[src/hdl/cifu_pkg.sv]
// Shared constants, register codes and angle table for the IMU complementary filter.
package cifu_pkg;

    // field and datapath widths
    localparam int IN_W      = 16;
    localparam int DT_W      = 20;
    localparam int US_W      = 17;
    localparam int ANG_W     = 23;
    localparam int ACC_W     = 24;
    localparam int XW        = 36;
    localparam int MUL_AW    = 26;
    localparam int MUL_BW    = 17;
    localparam int MUL_PW    = 43;
    localparam int SQ_IN_W   = 60;
    localparam int SQ_ROOT_W = 30;
    localparam int SAT_W     = 27;
    localparam int CFG_IDX_W = 2;

    // elapsed time clamp in microseconds
    localparam int DT_MAX_US = 100000;

    // gyro scale divisor 2^11 * 10^6 and its half for rounding
    localparam logic [30:0] GYRO_DIV  = 31'd2048000000;
    localparam logic [30:0] GYRO_HALF = 31'd1024000000;

    // pi with 20 fraction bits
    localparam int PI20 = 3294199;

    // angle saturation limits
    localparam logic signed [ANG_W-1:0] ANG_MAX = 23'sh3FFFFF;
    localparam logic signed [ANG_W-1:0] ANG_MIN = 23'sh400000;

    // register reset value
    localparam logic [15:0] GAIN_RESET = 16'd62915;

    // configuration register indexes
    localparam logic [CFG_IDX_W-1:0] REG_BLEND_GAIN  = 2'd0;
    localparam logic [CFG_IDX_W-1:0] REG_ROLL_OFFSET = 2'd1;
    localparam logic [CFG_IDX_W-1:0] REG_PITCH_OFF   = 2'd2;

    typedef logic signed [ACC_W-1:0] angle_t;

    // round a 20-fraction-bit angle down to frac fraction bits
    function automatic angle_t from20(input int t, input int frac);
        int s;
        int r;
        s = 20 - frac;
        if (s == 0)
            r = t;
        else
            r = ((t >>> (s - 1)) + 1) >>> 1;
        return ACC_W'(r);
    endfunction

    // arctangent of 2^-i, rounded to frac fraction bits
    function automatic angle_t atan_lut(input logic [4:0] i, input int frac);
        int t;
        case (i)
            5'd0:    t = 823550;
            5'd1:    t = 486170;
            5'd2:    t = 256879;
            5'd3:    t = 130396;
            5'd4:    t = 65451;
            5'd5:    t = 32757;
            5'd6:    t = 16383;
            5'd7:    t = 8192;
            5'd8:    t = 4096;
            5'd9:    t = 2048;
            5'd10:   t = 1024;
            5'd11:   t = 512;
            5'd12:   t = 256;
            5'd13:   t = 128;
            5'd14:   t = 64;
            5'd15:   t = 32;
            5'd16:   t = 16;
            5'd17:   t = 8;
            5'd18:   t = 4;
            5'd19:   t = 2;
            5'd20:   t = 1;
            default: t = 0;
        endcase
        return from20(t, frac);
    endfunction

endpackage

[src/hdl/cifu_cordic.sv]
// Iterative vectoring CORDIC computing atan2(y, x), one rotation per cycle.
module cifu_cordic #(
    parameter int STEPS = 16,
    parameter int FRAC  = 20
) (
    input  logic                             clk,
    input  logic                             rst_n,
    input  logic                             start,
    input  logic signed [cifu_pkg::XW-1:0]   y_in,
    input  logic signed [cifu_pkg::XW-1:0]   x_in,
    output logic signed [cifu_pkg::ACC_W-1:0] z_out,
    output logic                             done
);
    import cifu_pkg::*;

    localparam int CW = $clog2(STEPS);
    localparam logic [CW-1:0] LAST = CW'(STEPS - 1);
    localparam angle_t PI_A = from20(PI20, FRAC);

    logic                    busy_reg, busy_next;
    logic                    done_reg, done_next;
    logic [CW-1:0]           cnt_reg, cnt_next;
    logic signed [XW-1:0]    x_reg, x_next, y_reg, y_next;
    angle_t                  z_reg, z_next;
    logic signed [XW-1:0]    dx, dy;
    angle_t                  a;

    // one micro-rotation toward the x axis
    always_comb
    begin
        dx = y_reg >>> cnt_reg;
        dy = x_reg >>> cnt_reg;
        a = atan_lut(5'(cnt_reg), FRAC);
        busy_next = busy_reg;
        done_next = 1'b0;
        cnt_next = cnt_reg;
        x_next = x_reg;
        y_next = y_reg;
        z_next = z_reg;
        if (start)
        begin
            cnt_next = '0;
            if (y_in == 0)
            begin
                z_next = (x_in < 0) ? PI_A : '0;
                done_next = 1'b1;
                busy_next = 1'b0;
            end
            else if (x_in < 0)
            begin
                x_next = -x_in;
                y_next = -y_in;
                z_next = (y_in > 0) ? PI_A : -PI_A;
                busy_next = 1'b1;
            end
            else
            begin
                x_next = x_in;
                y_next = y_in;
                z_next = '0;
                busy_next = 1'b1;
            end
        end
        else if (busy_reg)
        begin
            if (y_reg > 0)
            begin
                x_next = x_reg + dx;
                y_next = y_reg - dy;
                z_next = z_reg + a;
            end
            else
            begin
                x_next = x_reg - dx;
                y_next = y_reg + dy;
                z_next = z_reg - a;
            end
            cnt_next = CW'(cnt_reg + 1'b1);
            if (cnt_reg == LAST)
            begin
                busy_next = 1'b0;
                done_next = 1'b1;
            end
        end
    end

    always_ff @(posedge clk or negedge rst_n)
    begin
        if (!rst_n)
        begin
            busy_reg <= 1'b0;
            done_reg <= 1'b0;
            cnt_reg <= '0;
            x_reg <= '0;
            y_reg <= '0;
            z_reg <= '0;
        end
        else
        begin
            busy_reg <= busy_next;
            done_reg <= done_next;
            cnt_reg <= cnt_next;
            x_reg <= x_next;
            y_reg <= y_next;
            z_reg <= z_next;
        end
    end

    assign z_out = z_reg;
    assign done = done_reg;

endmodule

[src/hdl/cifu_isqrt.sv]
// Bit-serial floor square root, one root bit per cycle.
module cifu_isqrt (
    input  logic                             clk,
    input  logic                             rst_n,
    input  logic                             start,
    input  logic [cifu_pkg::SQ_IN_W-1:0]     n_in,
    output logic [cifu_pkg::SQ_ROOT_W-1:0]   root,
    output logic                             done
);
    import cifu_pkg::*;

    localparam logic [4:0] LAST = 5'(SQ_ROOT_W - 1);

    logic                    busy_reg, busy_next;
    logic                    done_reg, done_next;
    logic [4:0]              cnt_reg, cnt_next;
    logic [SQ_IN_W-1:0]      n_reg, n_next;
    logic [32:0]             rem_reg, rem_next;
    logic [SQ_ROOT_W-1:0]    root_reg, root_next;
    logic [32:0]             r2, trial;

    // bring down two radicand bits and try the next root bit
    always_comb
    begin
        r2 = {rem_reg[30:0], n_reg[SQ_IN_W-1 -: 2]};
        trial = {1'b0, root_reg, 2'b01};
        busy_next = busy_reg;
        done_next = 1'b0;
        cnt_next = cnt_reg;
        n_next = n_reg;
        rem_next = rem_reg;
        root_next = root_reg;
        if (start)
        begin
            n_next = n_in;
            rem_next = '0;
            root_next = '0;
            cnt_next = '0;
            busy_next = 1'b1;
        end
        else if (busy_reg)
        begin
            n_next = {n_reg[SQ_IN_W-3:0], 2'b00};
            if (r2 >= trial)
            begin
                rem_next = r2 - trial;
                root_next = {root_reg[SQ_ROOT_W-2:0], 1'b1};
            end
            else
            begin
                rem_next = r2;
                root_next = {root_reg[SQ_ROOT_W-2:0], 1'b0};
            end
            cnt_next = cnt_reg + 5'd1;
            if (cnt_reg == LAST)
            begin
                busy_next = 1'b0;
                done_next = 1'b1;
            end
        end
    end

    always_ff @(posedge clk or negedge rst_n)
    begin
        if (!rst_n)
        begin
            busy_reg <= 1'b0;
            done_reg <= 1'b0;
            cnt_reg <= '0;
            n_reg <= '0;
            rem_reg <= '0;
            root_reg <= '0;
        end
        else
        begin
            busy_reg <= busy_next;
            done_reg <= done_next;
            cnt_reg <= cnt_next;
            n_reg <= n_next;
            rem_reg <= rem_next;
            root_reg <= root_next;
        end
    end

    assign root = root_reg;
    assign done = done_reg;

endmodule

[src/hdl/cifu_mul.sv]
// Serial shift-add multiplier: signed multiplicand, unsigned multiplier, one bit per cycle.
module cifu_mul (
    input  logic                               clk,
    input  logic                               rst_n,
    input  logic                               start,
    input  logic signed [cifu_pkg::MUL_AW-1:0] a_in,
    input  logic [cifu_pkg::MUL_BW-1:0]        b_in,
    output logic signed [cifu_pkg::MUL_PW-1:0] p_out,
    output logic                               done
);
    import cifu_pkg::*;

    localparam logic [4:0] LAST = 5'(MUL_BW - 1);

    logic                     busy_reg, busy_next;
    logic                     done_reg, done_next;
    logic [4:0]               cnt_reg, cnt_next;
    logic signed [MUL_PW-1:0] a_reg, a_next, p_reg, p_next;
    logic [MUL_BW-1:0]        b_reg, b_next;

    // add the shifted multiplicand for each set multiplier bit
    always_comb
    begin
        busy_next = busy_reg;
        done_next = 1'b0;
        cnt_next = cnt_reg;
        a_next = a_reg;
        b_next = b_reg;
        p_next = p_reg;
        if (start)
        begin
            a_next = MUL_PW'(a_in);
            b_next = b_in;
            p_next = '0;
            cnt_next = '0;
            busy_next = 1'b1;
        end
        else if (busy_reg)
        begin
            if (b_reg[0])
                p_next = p_reg + a_reg;
            a_next = a_reg <<< 1;
            b_next = b_reg >> 1;
            cnt_next = cnt_reg + 5'd1;
            if (cnt_reg == LAST)
            begin
                busy_next = 1'b0;
                done_next = 1'b1;
            end
        end
    end

    always_ff @(posedge clk or negedge rst_n)
    begin
        if (!rst_n)
        begin
            busy_reg <= 1'b0;
            done_reg <= 1'b0;
            cnt_reg <= '0;
            a_reg <= '0;
            b_reg <= '0;
            p_reg <= '0;
        end
        else
        begin
            busy_reg <= busy_next;
            done_reg <= done_next;
            cnt_reg <= cnt_next;
            a_reg <= a_next;
            b_reg <= b_next;
            p_reg <= p_next;
        end
    end

    assign p_out = p_reg;
    assign done = done_reg;

endmodule

[src/hdl/cifu_div.sv]
// Restoring divider by the gyro scale constant, one quotient bit per cycle.
module cifu_div #(
    parameter int FRAC = 20
) (
    input  logic                clk,
    input  logic                rst_n,
    input  logic                start,
    input  logic [FRAC+33:0]    n_in,
    output logic [FRAC+1:0]     q_out,
    output logic                done
);
    import cifu_pkg::*;

    localparam int NW = FRAC + 34;
    localparam int QW = FRAC + 2;
    localparam int CW = $clog2(QW);
    localparam logic [CW-1:0] LAST = CW'(QW - 1);
    localparam logic [32:0] DIVISOR = 33'(GYRO_DIV);

    logic              busy_reg, busy_next;
    logic              done_reg, done_next;
    logic [CW-1:0]     cnt_reg, cnt_next;
    logic [31:0]       rem_reg, rem_next;
    logic [QW-1:0]     lo_reg, lo_next;
    logic [32:0]       t;
    logic              ge;

    // shift in one dividend bit and subtract where it fits
    always_comb
    begin
        t = {rem_reg, lo_reg[QW-1]};
        ge = (t >= DIVISOR);
        busy_next = busy_reg;
        done_next = 1'b0;
        cnt_next = cnt_reg;
        rem_next = rem_reg;
        lo_next = lo_reg;
        if (start)
        begin
            rem_next = n_in[NW-1:QW];
            lo_next = n_in[QW-1:0];
            cnt_next = '0;
            busy_next = 1'b1;
        end
        else if (busy_reg)
        begin
            rem_next = ge ? 32'(t - DIVISOR) : t[31:0];
            lo_next = {lo_reg[QW-2:0], ge};
            cnt_next = CW'(cnt_reg + 1'b1);
            if (cnt_reg == LAST)
            begin
                busy_next = 1'b0;
                done_next = 1'b1;
            end
        end
    end

    always_ff @(posedge clk or negedge rst_n)
    begin
        if (!rst_n)
        begin
            busy_reg <= 1'b0;
            done_reg <= 1'b0;
            cnt_reg <= '0;
            rem_reg <= '0;
            lo_reg <= '0;
        end
        else
        begin
            busy_reg <= busy_next;
            done_reg <= done_next;
            cnt_reg <= cnt_next;
            rem_reg <= rem_next;
            lo_reg <= lo_next;
        end
    end

    assign q_out = lo_reg;
    assign done = done_reg;

endmodule

[src/hdl/imu_complementary_filter_unit.sv]
// Top level of the roll/pitch complementary filter with its sequencer.
//
//  channel | signals                                   | direction | word
//  --------+-------------------------------------------+-----------+--------------------------
//  in      | in_valid, in_ready                        | into unit | accel xyz, rates, dt, seed
//  out     | out_valid, out_ready                      | out       | roll_angle, pitch_angle
//  cfg     | cfg_valid, cfg_ready, cfg_index, cfg_data | into unit | one register write
//
// One word at a time. A normal word runs the serial multiplier, square root, divider and
// CORDIC back to back; an angle whose y input is zero skips its CORDIC_STEPS rotations.
// A seeded word runs only the roll CORDIC, loads the roll estimate from it and goes
// straight to the output register.
// Reset clears both kept angles and loads the register defaults.
// A finished word waits in the output register; a new input word is taken meanwhile
// and the next result is held until that register is free. cfg writes are always taken.
module imu_complementary_filter_unit #(
    parameter int CORDIC_STEPS    = 16,
    parameter int ANGLE_FRAC_BITS = 20
) (
    input  logic                                 clk,
    input  logic                                 rst_n,
    input  logic                                 in_valid,
    output logic                                 in_ready,
    input  logic signed [15:0]                   accel_x,
    input  logic signed [15:0]                   accel_y,
    input  logic signed [15:0]                   accel_z,
    input  logic signed [15:0]                   rate_roll,
    input  logic signed [15:0]                   rate_pitch,
    input  logic [19:0]                          elapsed_us,
    input  logic                                 seed,
    output logic                                 out_valid,
    input  logic                                 out_ready,
    output logic signed [22:0]                   roll_angle,
    output logic signed [22:0]                   pitch_angle,
    input  logic                                 cfg_valid,
    output logic                                 cfg_ready,
    input  logic [cifu_pkg::CFG_IDX_W-1:0]       cfg_index,
    input  logic [15:0]                          cfg_data
);
    import cifu_pkg::*;

    localparam int DIV_NW = ANGLE_FRAC_BITS + 34;
    localparam int DIV_QW = ANGLE_FRAC_BITS + 2;

    typedef enum logic [3:0] {
        S_IDLE, S_RACC, S_SQA, S_SQB, S_ROOT, S_PACC, S_RMUL, S_RDIV,
        S_RBLEND, S_PMUL, S_PDIV, S_PBLEND, S_OUT
    } state_t;

    state_t                   state_reg, state_next;
    logic                     go_reg, go_next;
    logic                     out_valid_reg, out_valid_next;
    logic signed [ANG_W-1:0]  roll_out_reg, roll_out_next;
    logic signed [ANG_W-1:0]  pitch_out_reg, pitch_out_next;
    logic [15:0]              gain_reg, gain_next;
    logic signed [15:0]       roll_off_reg, roll_off_next;
    logic signed [15:0]       pitch_off_reg, pitch_off_next;
    logic signed [ANG_W-1:0]  roll_est_reg, roll_est_next;
    logic signed [ANG_W-1:0]  pitch_est_reg, pitch_est_next;
    logic signed [15:0]       ax_reg, ax_next, ay_reg, ay_next, az_reg, az_next;
    logic signed [15:0]       wr_reg, wr_next, wp_reg, wp_next;
    logic [US_W-1:0]          us_reg, us_next;
    logic                     seed_reg, seed_next;
    logic [31:0]              mag2_reg, mag2_next;
    angle_t                   roll_tilt_reg, roll_tilt_next;
    angle_t                   pitch_tilt_reg, pitch_tilt_next;
    logic                     neg_reg, neg_next;
    logic [33:0]              mag_reg, mag_next;
    logic signed [24:0]       diff_reg, diff_next;

    // arithmetic unit ports
    logic                     cordic_start, cordic_done;
    logic signed [XW-1:0]     cordic_y, cordic_x;
    angle_t                   cordic_z;
    logic                     sqrt_start, sqrt_done;
    logic [SQ_ROOT_W-1:0]     sqrt_root;
    logic                     mul_start, mul_done;
    logic signed [MUL_AW-1:0] mul_a;
    logic [MUL_BW-1:0]        mul_b;
    logic signed [MUL_PW-1:0] mul_p;
    logic                     div_start, div_done;
    logic [DIV_NW-1:0]        div_n;
    logic [DIV_QW-1:0]        div_q;

    // datapath helpers
    logic signed [16:0]       ay_ext, az_ext, m_roll, m_pitch;
    logic [16:0]              ay_abs, az_abs;
    logic signed [MUL_PW-1:0] p_abs, mix;
    angle_t                   step, gyro, acc_sel;
    logic signed [ANG_W-1:0]  est_sel, blended;

    function automatic logic signed [ANG_W-1:0] sat_ang(input logic signed [SAT_W-1:0] v);
        logic signed [ANG_W-1:0] r;
        if (v > SAT_W'(ANG_MAX))
            r = ANG_MAX;
        else if (v < SAT_W'(ANG_MIN))
            r = ANG_MIN;
        else
            r = v[ANG_W-1:0];
        return r;
    endfunction

    cifu_cordic #(.STEPS(CORDIC_STEPS), .FRAC(ANGLE_FRAC_BITS)) u_cordic (
        .clk(clk), .rst_n(rst_n), .start(cordic_start),
        .y_in(cordic_y), .x_in(cordic_x), .z_out(cordic_z), .done(cordic_done)
    );

    cifu_isqrt u_isqrt (
        .clk(clk), .rst_n(rst_n), .start(sqrt_start),
        .n_in({mag2_reg, 28'd0}), .root(sqrt_root), .done(sqrt_done)
    );

    cifu_mul u_mul (
        .clk(clk), .rst_n(rst_n), .start(mul_start),
        .a_in(mul_a), .b_in(mul_b), .p_out(mul_p), .done(mul_done)
    );

    cifu_div #(.FRAC(ANGLE_FRAC_BITS)) u_div (
        .clk(clk), .rst_n(rst_n), .start(div_start),
        .n_in(div_n), .q_out(div_q), .done(div_done)
    );

    // unit starts and operand selection
    always_comb
    begin
        cordic_start = go_reg && (state_reg == S_RACC || state_reg == S_PACC);
        sqrt_start = go_reg && (state_reg == S_ROOT);
        div_start = go_reg && (state_reg == S_RDIV || state_reg == S_PDIV);
        mul_start = go_reg && (state_reg == S_SQA || state_reg == S_SQB ||
                               state_reg == S_RMUL || state_reg == S_PMUL ||
                               state_reg == S_RBLEND || state_reg == S_PBLEND);

        if (state_reg == S_PACC)
        begin
            cordic_y = -(XW'(ax_reg) <<< 14);
            cordic_x = XW'(sqrt_root);
        end
        else
        begin
            cordic_y = XW'(ay_reg) <<< 14;
            cordic_x = XW'(az_reg) <<< 14;
        end

        ay_ext = 17'(ay_reg);
        az_ext = 17'(az_reg);
        ay_abs = ay_ext[16] ? 17'(-ay_ext) : 17'(ay_ext);
        az_abs = az_ext[16] ? 17'(-az_ext) : 17'(az_ext);
        m_roll = 17'(wr_reg) - 17'(roll_off_reg);
        m_pitch = 17'(wp_reg) - 17'(pitch_off_reg);

        case (state_reg)
            S_SQA:
            begin
                mul_a = {9'd0, ay_abs};
                mul_b = ay_abs;
            end
            S_SQB:
            begin
                mul_a = {9'd0, az_abs};
                mul_b = az_abs;
            end
            S_RMUL:
            begin
                mul_a = MUL_AW'(m_roll);
                mul_b = us_reg;
            end
            S_PMUL:
            begin
                mul_a = MUL_AW'(m_pitch);
                mul_b = us_reg;
            end
            S_RBLEND, S_PBLEND:
            begin
                mul_a = MUL_AW'(diff_reg);
                mul_b = {1'b0, gain_reg};
            end
            default:
            begin
                mul_a = '0;
                mul_b = '0;
            end
        endcase

        div_n = (DIV_NW'(mag_reg) << ANGLE_FRAC_BITS) + DIV_NW'(GYRO_HALF);
    end

    // sequencer and register file
    always_comb
    begin
        state_next = state_reg;
        go_next = 1'b0;
        out_valid_next = out_valid_reg;
        roll_out_next = roll_out_reg;
        pitch_out_next = pitch_out_reg;
        gain_next = gain_reg;
        roll_off_next = roll_off_reg;
        pitch_off_next = pitch_off_reg;
        roll_est_next = roll_est_reg;
        pitch_est_next = pitch_est_reg;
        ax_next = ax_reg;
        ay_next = ay_reg;
        az_next = az_reg;
        wr_next = wr_reg;
        wp_next = wp_reg;
        us_next = us_reg;
        seed_next = seed_reg;
        mag2_next = mag2_reg;
        roll_tilt_next = roll_tilt_reg;
        pitch_tilt_next = pitch_tilt_reg;
        neg_next = neg_reg;
        mag_next = mag_reg;
        diff_next = diff_reg;

        p_abs = mul_p[MUL_PW-1] ? -mul_p : mul_p;
        step = ACC_W'(div_q);
        if (neg_reg)
            step = -step;
        est_sel = (state_reg == S_RDIV || state_reg == S_RBLEND) ? roll_est_reg
                                                                 : pitch_est_reg;
        acc_sel = (state_reg == S_RDIV || state_reg == S_RBLEND) ? roll_tilt_reg
                                                                 : pitch_tilt_reg;
        gyro = ACC_W'(est_sel) + step;
        mix = (MUL_PW'(acc_sel) <<< 16) + mul_p + 43'sd32768;
        blended = sat_ang(signed'(mix[MUL_PW-1:16]));

        // drop the output word once taken
        if (out_valid_reg && out_ready)
            out_valid_next = 1'b0;

        // apply register writes
        if (cfg_valid)
        begin
            case (cfg_index)
                REG_BLEND_GAIN:  gain_next = cfg_data;
                REG_ROLL_OFFSET: roll_off_next = cfg_data;
                REG_PITCH_OFF:   pitch_off_next = cfg_data;
                default:         ;
            endcase
        end

        case (state_reg)
            S_IDLE:
            begin
                if (in_valid)
                begin
                    ax_next = accel_x;
                    ay_next = accel_y;
                    az_next = accel_z;
                    wr_next = rate_roll;
                    wp_next = rate_pitch;
                    us_next = (elapsed_us > DT_W'(DT_MAX_US)) ? US_W'(DT_MAX_US)
                                                              : US_W'(elapsed_us);
                    seed_next = seed;
                    state_next = S_RACC;
                    go_next = 1'b1;
                end
            end
            S_RACC:
            begin
                if (cordic_done)
                begin
                    roll_tilt_next = cordic_z;
                    if (seed_reg)
                    begin
                        roll_est_next = sat_ang(SAT_W'(cordic_z));
                        state_next = S_OUT;
                    end
                    else
                    begin
                        state_next = S_SQA;
                        go_next = 1'b1;
                    end
                end
            end
            S_SQA:
            begin
                if (mul_done)
                begin
                    mag2_next = mul_p[31:0];
                    state_next = S_SQB;
                    go_next = 1'b1;
                end
            end
            S_SQB:
            begin
                if (mul_done)
                begin
                    mag2_next = mag2_reg + mul_p[31:0];
                    state_next = S_ROOT;
                    go_next = 1'b1;
                end
            end
            S_ROOT:
            begin
                if (sqrt_done)
                begin
                    state_next = S_PACC;
                    go_next = 1'b1;
                end
            end
            S_PACC:
            begin
                if (cordic_done)
                begin
                    pitch_tilt_next = cordic_z;
                    state_next = S_RMUL;
                    go_next = 1'b1;
                end
            end
            S_RMUL, S_PMUL:
            begin
                if (mul_done)
                begin
                    neg_next = mul_p[MUL_PW-1];
                    mag_next = p_abs[33:0];
                    state_next = (state_reg == S_RMUL) ? S_RDIV : S_PDIV;
                    go_next = 1'b1;
                end
            end
            S_RDIV, S_PDIV:
            begin
                if (div_done)
                begin
                    diff_next = 25'(gyro) - 25'(acc_sel);
                    state_next = (state_reg == S_RDIV) ? S_RBLEND : S_PBLEND;
                    go_next = 1'b1;
                end
            end
            S_RBLEND:
            begin
                if (mul_done)
                begin
                    roll_est_next = blended;
                    state_next = S_PMUL;
                    go_next = 1'b1;
                end
            end
            S_PBLEND:
            begin
                if (mul_done)
                begin
                    pitch_est_next = blended;
                    state_next = S_OUT;
                end
            end
            S_OUT:
            begin
                // hold until the output register is free
                if (!out_valid_reg || out_ready)
                begin
                    out_valid_next = 1'b1;
                    roll_out_next = roll_est_reg;
                    pitch_out_next = pitch_est_reg;
                    state_next = S_IDLE;
                end
            end
            default:
            begin
                state_next = S_IDLE;
            end
        endcase
    end

    always_ff @(posedge clk or negedge rst_n)
    begin
        if (!rst_n)
        begin
            state_reg <= S_IDLE;
            go_reg <= 1'b0;
            out_valid_reg <= 1'b0;
            roll_out_reg <= '0;
            pitch_out_reg <= '0;
            gain_reg <= GAIN_RESET;
            roll_off_reg <= '0;
            pitch_off_reg <= '0;
            roll_est_reg <= '0;
            pitch_est_reg <= '0;
            ax_reg <= '0;
            ay_reg <= '0;
            az_reg <= '0;
            wr_reg <= '0;
            wp_reg <= '0;
            us_reg <= '0;
            seed_reg <= 1'b0;
            mag2_reg <= '0;
            roll_tilt_reg <= '0;
            pitch_tilt_reg <= '0;
            neg_reg <= 1'b0;
            mag_reg <= '0;
            diff_reg <= '0;
        end
        else
        begin
            state_reg <= state_next;
            go_reg <= go_next;
            out_valid_reg <= out_valid_next;
            roll_out_reg <= roll_out_next;
            pitch_out_reg <= pitch_out_next;
            gain_reg <= gain_next;
            roll_off_reg <= roll_off_next;
            pitch_off_reg <= pitch_off_next;
            roll_est_reg <= roll_est_next;
            pitch_est_reg <= pitch_est_next;
            ax_reg <= ax_next;
            ay_reg <= ay_next;
            az_reg <= az_next;
            wr_reg <= wr_next;
            wp_reg <= wp_next;
            us_reg <= us_next;
            seed_reg <= seed_next;
            mag2_reg <= mag2_next;
            roll_tilt_reg <= roll_tilt_next;
            pitch_tilt_reg <= pitch_tilt_next;
            neg_reg <= neg_next;
            mag_reg <= mag_next;
            diff_reg <= diff_next;
        end
    end

    assign in_ready = (state_reg == S_IDLE);
    assign cfg_ready = 1'b1;
    assign out_valid = out_valid_reg;
    assign roll_angle = roll_out_reg;
    assign pitch_angle = pitch_out_reg;

endmodule

[config.mk]
export PLATFORM = sky130hd
export DESIGN_NAME = imu_complementary_filter_unit
export DESIGN_NICKNAME = d
export VERILOG_FILES = /design/src/hdl/cifu_pkg.sv /design/src/hdl/cifu_cordic.sv /design/src/hdl/cifu_isqrt.sv /design/src/hdl/cifu_mul.sv /design/src/hdl/cifu_div.sv /design/src/hdl/imu_complementary_filter_unit.sv
export SDC_FILE = /design/constraint.sdc
export NUM_CORES = 2
export LEC_CHECK = 0
export ABC_CLOCK_PERIOD_IN_PS = 8000
export BUFFER_PORTS_ARGS = -buffer_cell sky130_fd_sc_hd__buf_2
export CORE_UTILIZATION = 65
export DETAILED_ROUTE_END_ITERATION = 12
export PLACE_DENSITY = 0.79
export SYNTH_ARGS = -nofsm -noshare
export SYNTH_HDL_FRONTEND = slang
export SYNTH_HIERARCHICAL = 1
export SYNTH_SLANG_ARGS = --single-unit
[constraint.sdc]
create_clock -name clk -period 8 [get_ports clk]
set_input_delay 1.2 -clock clk [delete_from_list [all_inputs] [get_ports clk]]
set_output_delay 1.2 -clock clk [all_outputs]
set_load 0.02 [all_outputs]
==> run metrics <==
global-route wire length before repair=288000 µm; count leader, synth=nand2_1; synth top area cells=dfrtp_1, ha_1, nand2_1, o21ai_0, a21oi_1; post-CTS setup repair buffer count=0; initial antenna violation count=12; Pre-antenna DRT Iters=6; Clk Latency, worst-skew pair=roughly 0.69 ns; top cell type's share of synthesized area=0.321; Min-Delay Startpoint=wp_reg[10]$_DFFE_PN0P_; # hold bufs at CTS=0; Worst Hold Margin=0.485 ns; CP startpoint=u_cordic/cnt_reg[1]$_DFFE_PN0P_; CP required=8.59 ns; most common library cells after synthesis=nand2_1, dfrtp_1, o21ai_0; clk root buf=clkbuf_16; CTS Buf Count=87; sum of negative setup slack=0 ns; Nets=between 7000 and 8000; largest net degree at the start of global routing=170; Async SR Flop Fraction=1.00; max reg flops=60; synth warn=6; Post-Synthesis Cells=about 7000; Area Overhead vs Synth=8.04%; outcome=complete, no violations; Mapped Avg Cell Area=roughly 8.6 µm²; RSZ-0062 raised after global routing=false; setup violators final=0; Max Fclk=around 140 MHz; DIE HEIGHT=slightly above 300 µm; DRT Wirelength=approximately 190000 µm; routed vias=between 50000 and 60000; Crit path max-delay family=compound AO/OA/AOI/OAI gates; DRC violations left=0; Slew HR=0.168; HPWL Detailed=~140000 µm; WP data arrival=about 7.6 ns; sequential share of the synthesized area=0.325; final RePlAce weighted congestion=0.979; Critical Path Source Type=register; Post-synth EDFFs=0; Slew @ Worst Pin=approximately 1.2 ns; Site Rows=111; Synth Register Bits=about 790; biggest cell delay along the critical path=between 0.9 and 1 ns; slowest cell on the critical path=dfrtp_4; crit share post-route=0.876; grt ovf=0; htree depth=3; Die ar.=between 90000 and 100000 µm²; CTS clk-pin slew, worst paths=roughly 0.070 ns; I/O Buffers=~170; post-synth cell types=between 100 and 150; Crit Path Max Fanout=54; hold path depth=2; share of cells above drive strength 1=0.113; remaining antenna violation count=0; Worst Hold Path EP=wp_reg[10]$_DFFE_PN0P_; Worst Hold Class=reg -> reg; Ports=173; CTS tree=yes; clock tree buffer depth=3; fin. max-slew vios=0; Starting DRT DRC Count=5715; fin crit period=7.01 ns; worst reg-to-reg setup slack=0.99 ns; Resized Gates After CTS=0; Buffers & Inverters on Critical Path=1; GRT Total Usage=0.387; critical path start-end classification=reg -> reg; crit-path cells=inv_1 -> mux4_2 -> or3_4 -> a211oi_2 -> nand4_1 -> nor2b_1 -> nor2b_1 -> a211oi_1 -> a311oi_1 -> a2bb2oi_1 -> ha_1 -> nand3_1 -> o21ai_0 -> a21o_1 -> a221oi_1 -> o21ai_0 -> a211oi_1 -> xor2_1 -> o21ai_0 -> o21a_1; CTS Sinks=roughly 790; crit end category=register; Layout Skew=about 0.043 ns; initial core utilization=0.658; reg-to-reg endpoint=u_cordic/y_reg[30]$_DFFE_PN0P_; Core Footprint=about 92000 µm²; max-cap violations=0; FF-to-FF Start=u_cordic/cnt_reg[1]$_DFFE_PN0P_; post-synth design cell area=a little over 60000 µm²; DR WL/cell=between 20 and 25 µm; cell taking the most area after synthesis=dfrtp_1; Worst R2R Path Depth=20; most frequent CP cell=o21ai_0; via-per-instance ratio=6.44; Die X=slightly above 300 µm; ys flop type=dfrtp_1; Final Hold Fails=0; vias in the first global route=roughly 50000
## worst max-delay path by stage
stage	end	slack, ns	depth (start not counted)
finish	u_cordic/y_reg[30]$_DFFE_PN0P_	0.99	20
global route	u_cordic/y_reg[30]$_DFFE_PN0P_	0.62	19
CTS	u_cordic/y_reg[30]$_DFFE_PN0P_	1.24	20
detailed placement	u_cordic/y_reg[30]$_DFFE_PN0P_	1.24	20
global placement	u_cordic/y_reg[34]$_DFFE_PN0P_	1.39	20
floorplan	diff_reg[23]$_DFFE_PN0P_	2.02	29
## metrics by stage
stage	worst slack [ns]	area (µm²)	instances	utilization
2_1_floorplan	2.02	60800	7125	-
5_1_grt	0.620	65300	8409	0.710
6_report	0.988	65300	8411	0.710
4_1_cts	1.24	65300	8403	0.710
3_3_place_gp	1.39	62400	8249	0.679
3_5_place_dp	1.24	62400	8249	0.679
## final cells by class
class | instances | area, µm²
Multi-Input combinational cell | 5729 | 38700
Fill cell | 7368 | 26600
Sequential cell | 785 | 19700
Clock buffer | 116 | 2440
Timing Repair Buffer | 268 | 1630
Tap cell | 1243 | 1560
Inverter | 224 | 846
Clock inverter | 38 | 467
Antenna cell | 8 | 20.0
## metal layers
metal | global-route usage | vias up | routed length [µm]
met5 | 0 | - | 78
met3 | 0.0715 | 406 | 16700
met1 | 0.561 | 26000 | 81400
met2 | 0.576 | 2405 | 79500
li1 | - | 25300 | -
met4 | 0.147 | 10 | 7510
## worst min-delay path, delay by kind of cell, from the launching register on
family / cells / cell delay, ns
flip-flops: 1 / 0.34
AND/OR/NAND/NOR: 2 / 0.11
## cells by family after synthesis
| kind of cell | after synthesis | synth area share |
|---|---|---|
| buffers and inverters | 611 | 0.0424 |
| AND/OR/NAND/NOR | 2254 | 0.169 |
| adder cells (fa/ha/maj) | 339 | 0.0714 |
| XOR/XNOR | 520 | 0.0753 |
| multiplexers | 557 | 0.113 |
| other | 2 | 0.000124 |
| flip-flops | 785 | 0.325 |
| AO/OA/AOI/OAI | 1960 | 0.203 |
## cells in the final DEF (no fill, tap or decap), types with 68 or more instances in the layout
cell type,instances
dfrtp_1,768
a31oi_1,68
inv_1,221
mux2_2,218
nand2_1,1022
a211oi_1,93
nand3_1,112
nor3_1,99
nor2_1,493
mux2i_1,254
a21oi_1,527
o21a_1,74
xnor2_1,282
o21ai_0,555
clkbuf_16,87
conb_1,99
a21o_1,131
buf_4,94
mux4_2,77
ha_1,329
xor2_1,238
o31ai_1,79
buf_2,170
nor2b_1,81
nand2b_1,73
Power is left out: the tool's default activity adds up to more than one toggle a clock period on the data nets, which glitch-free logic cannot reach.
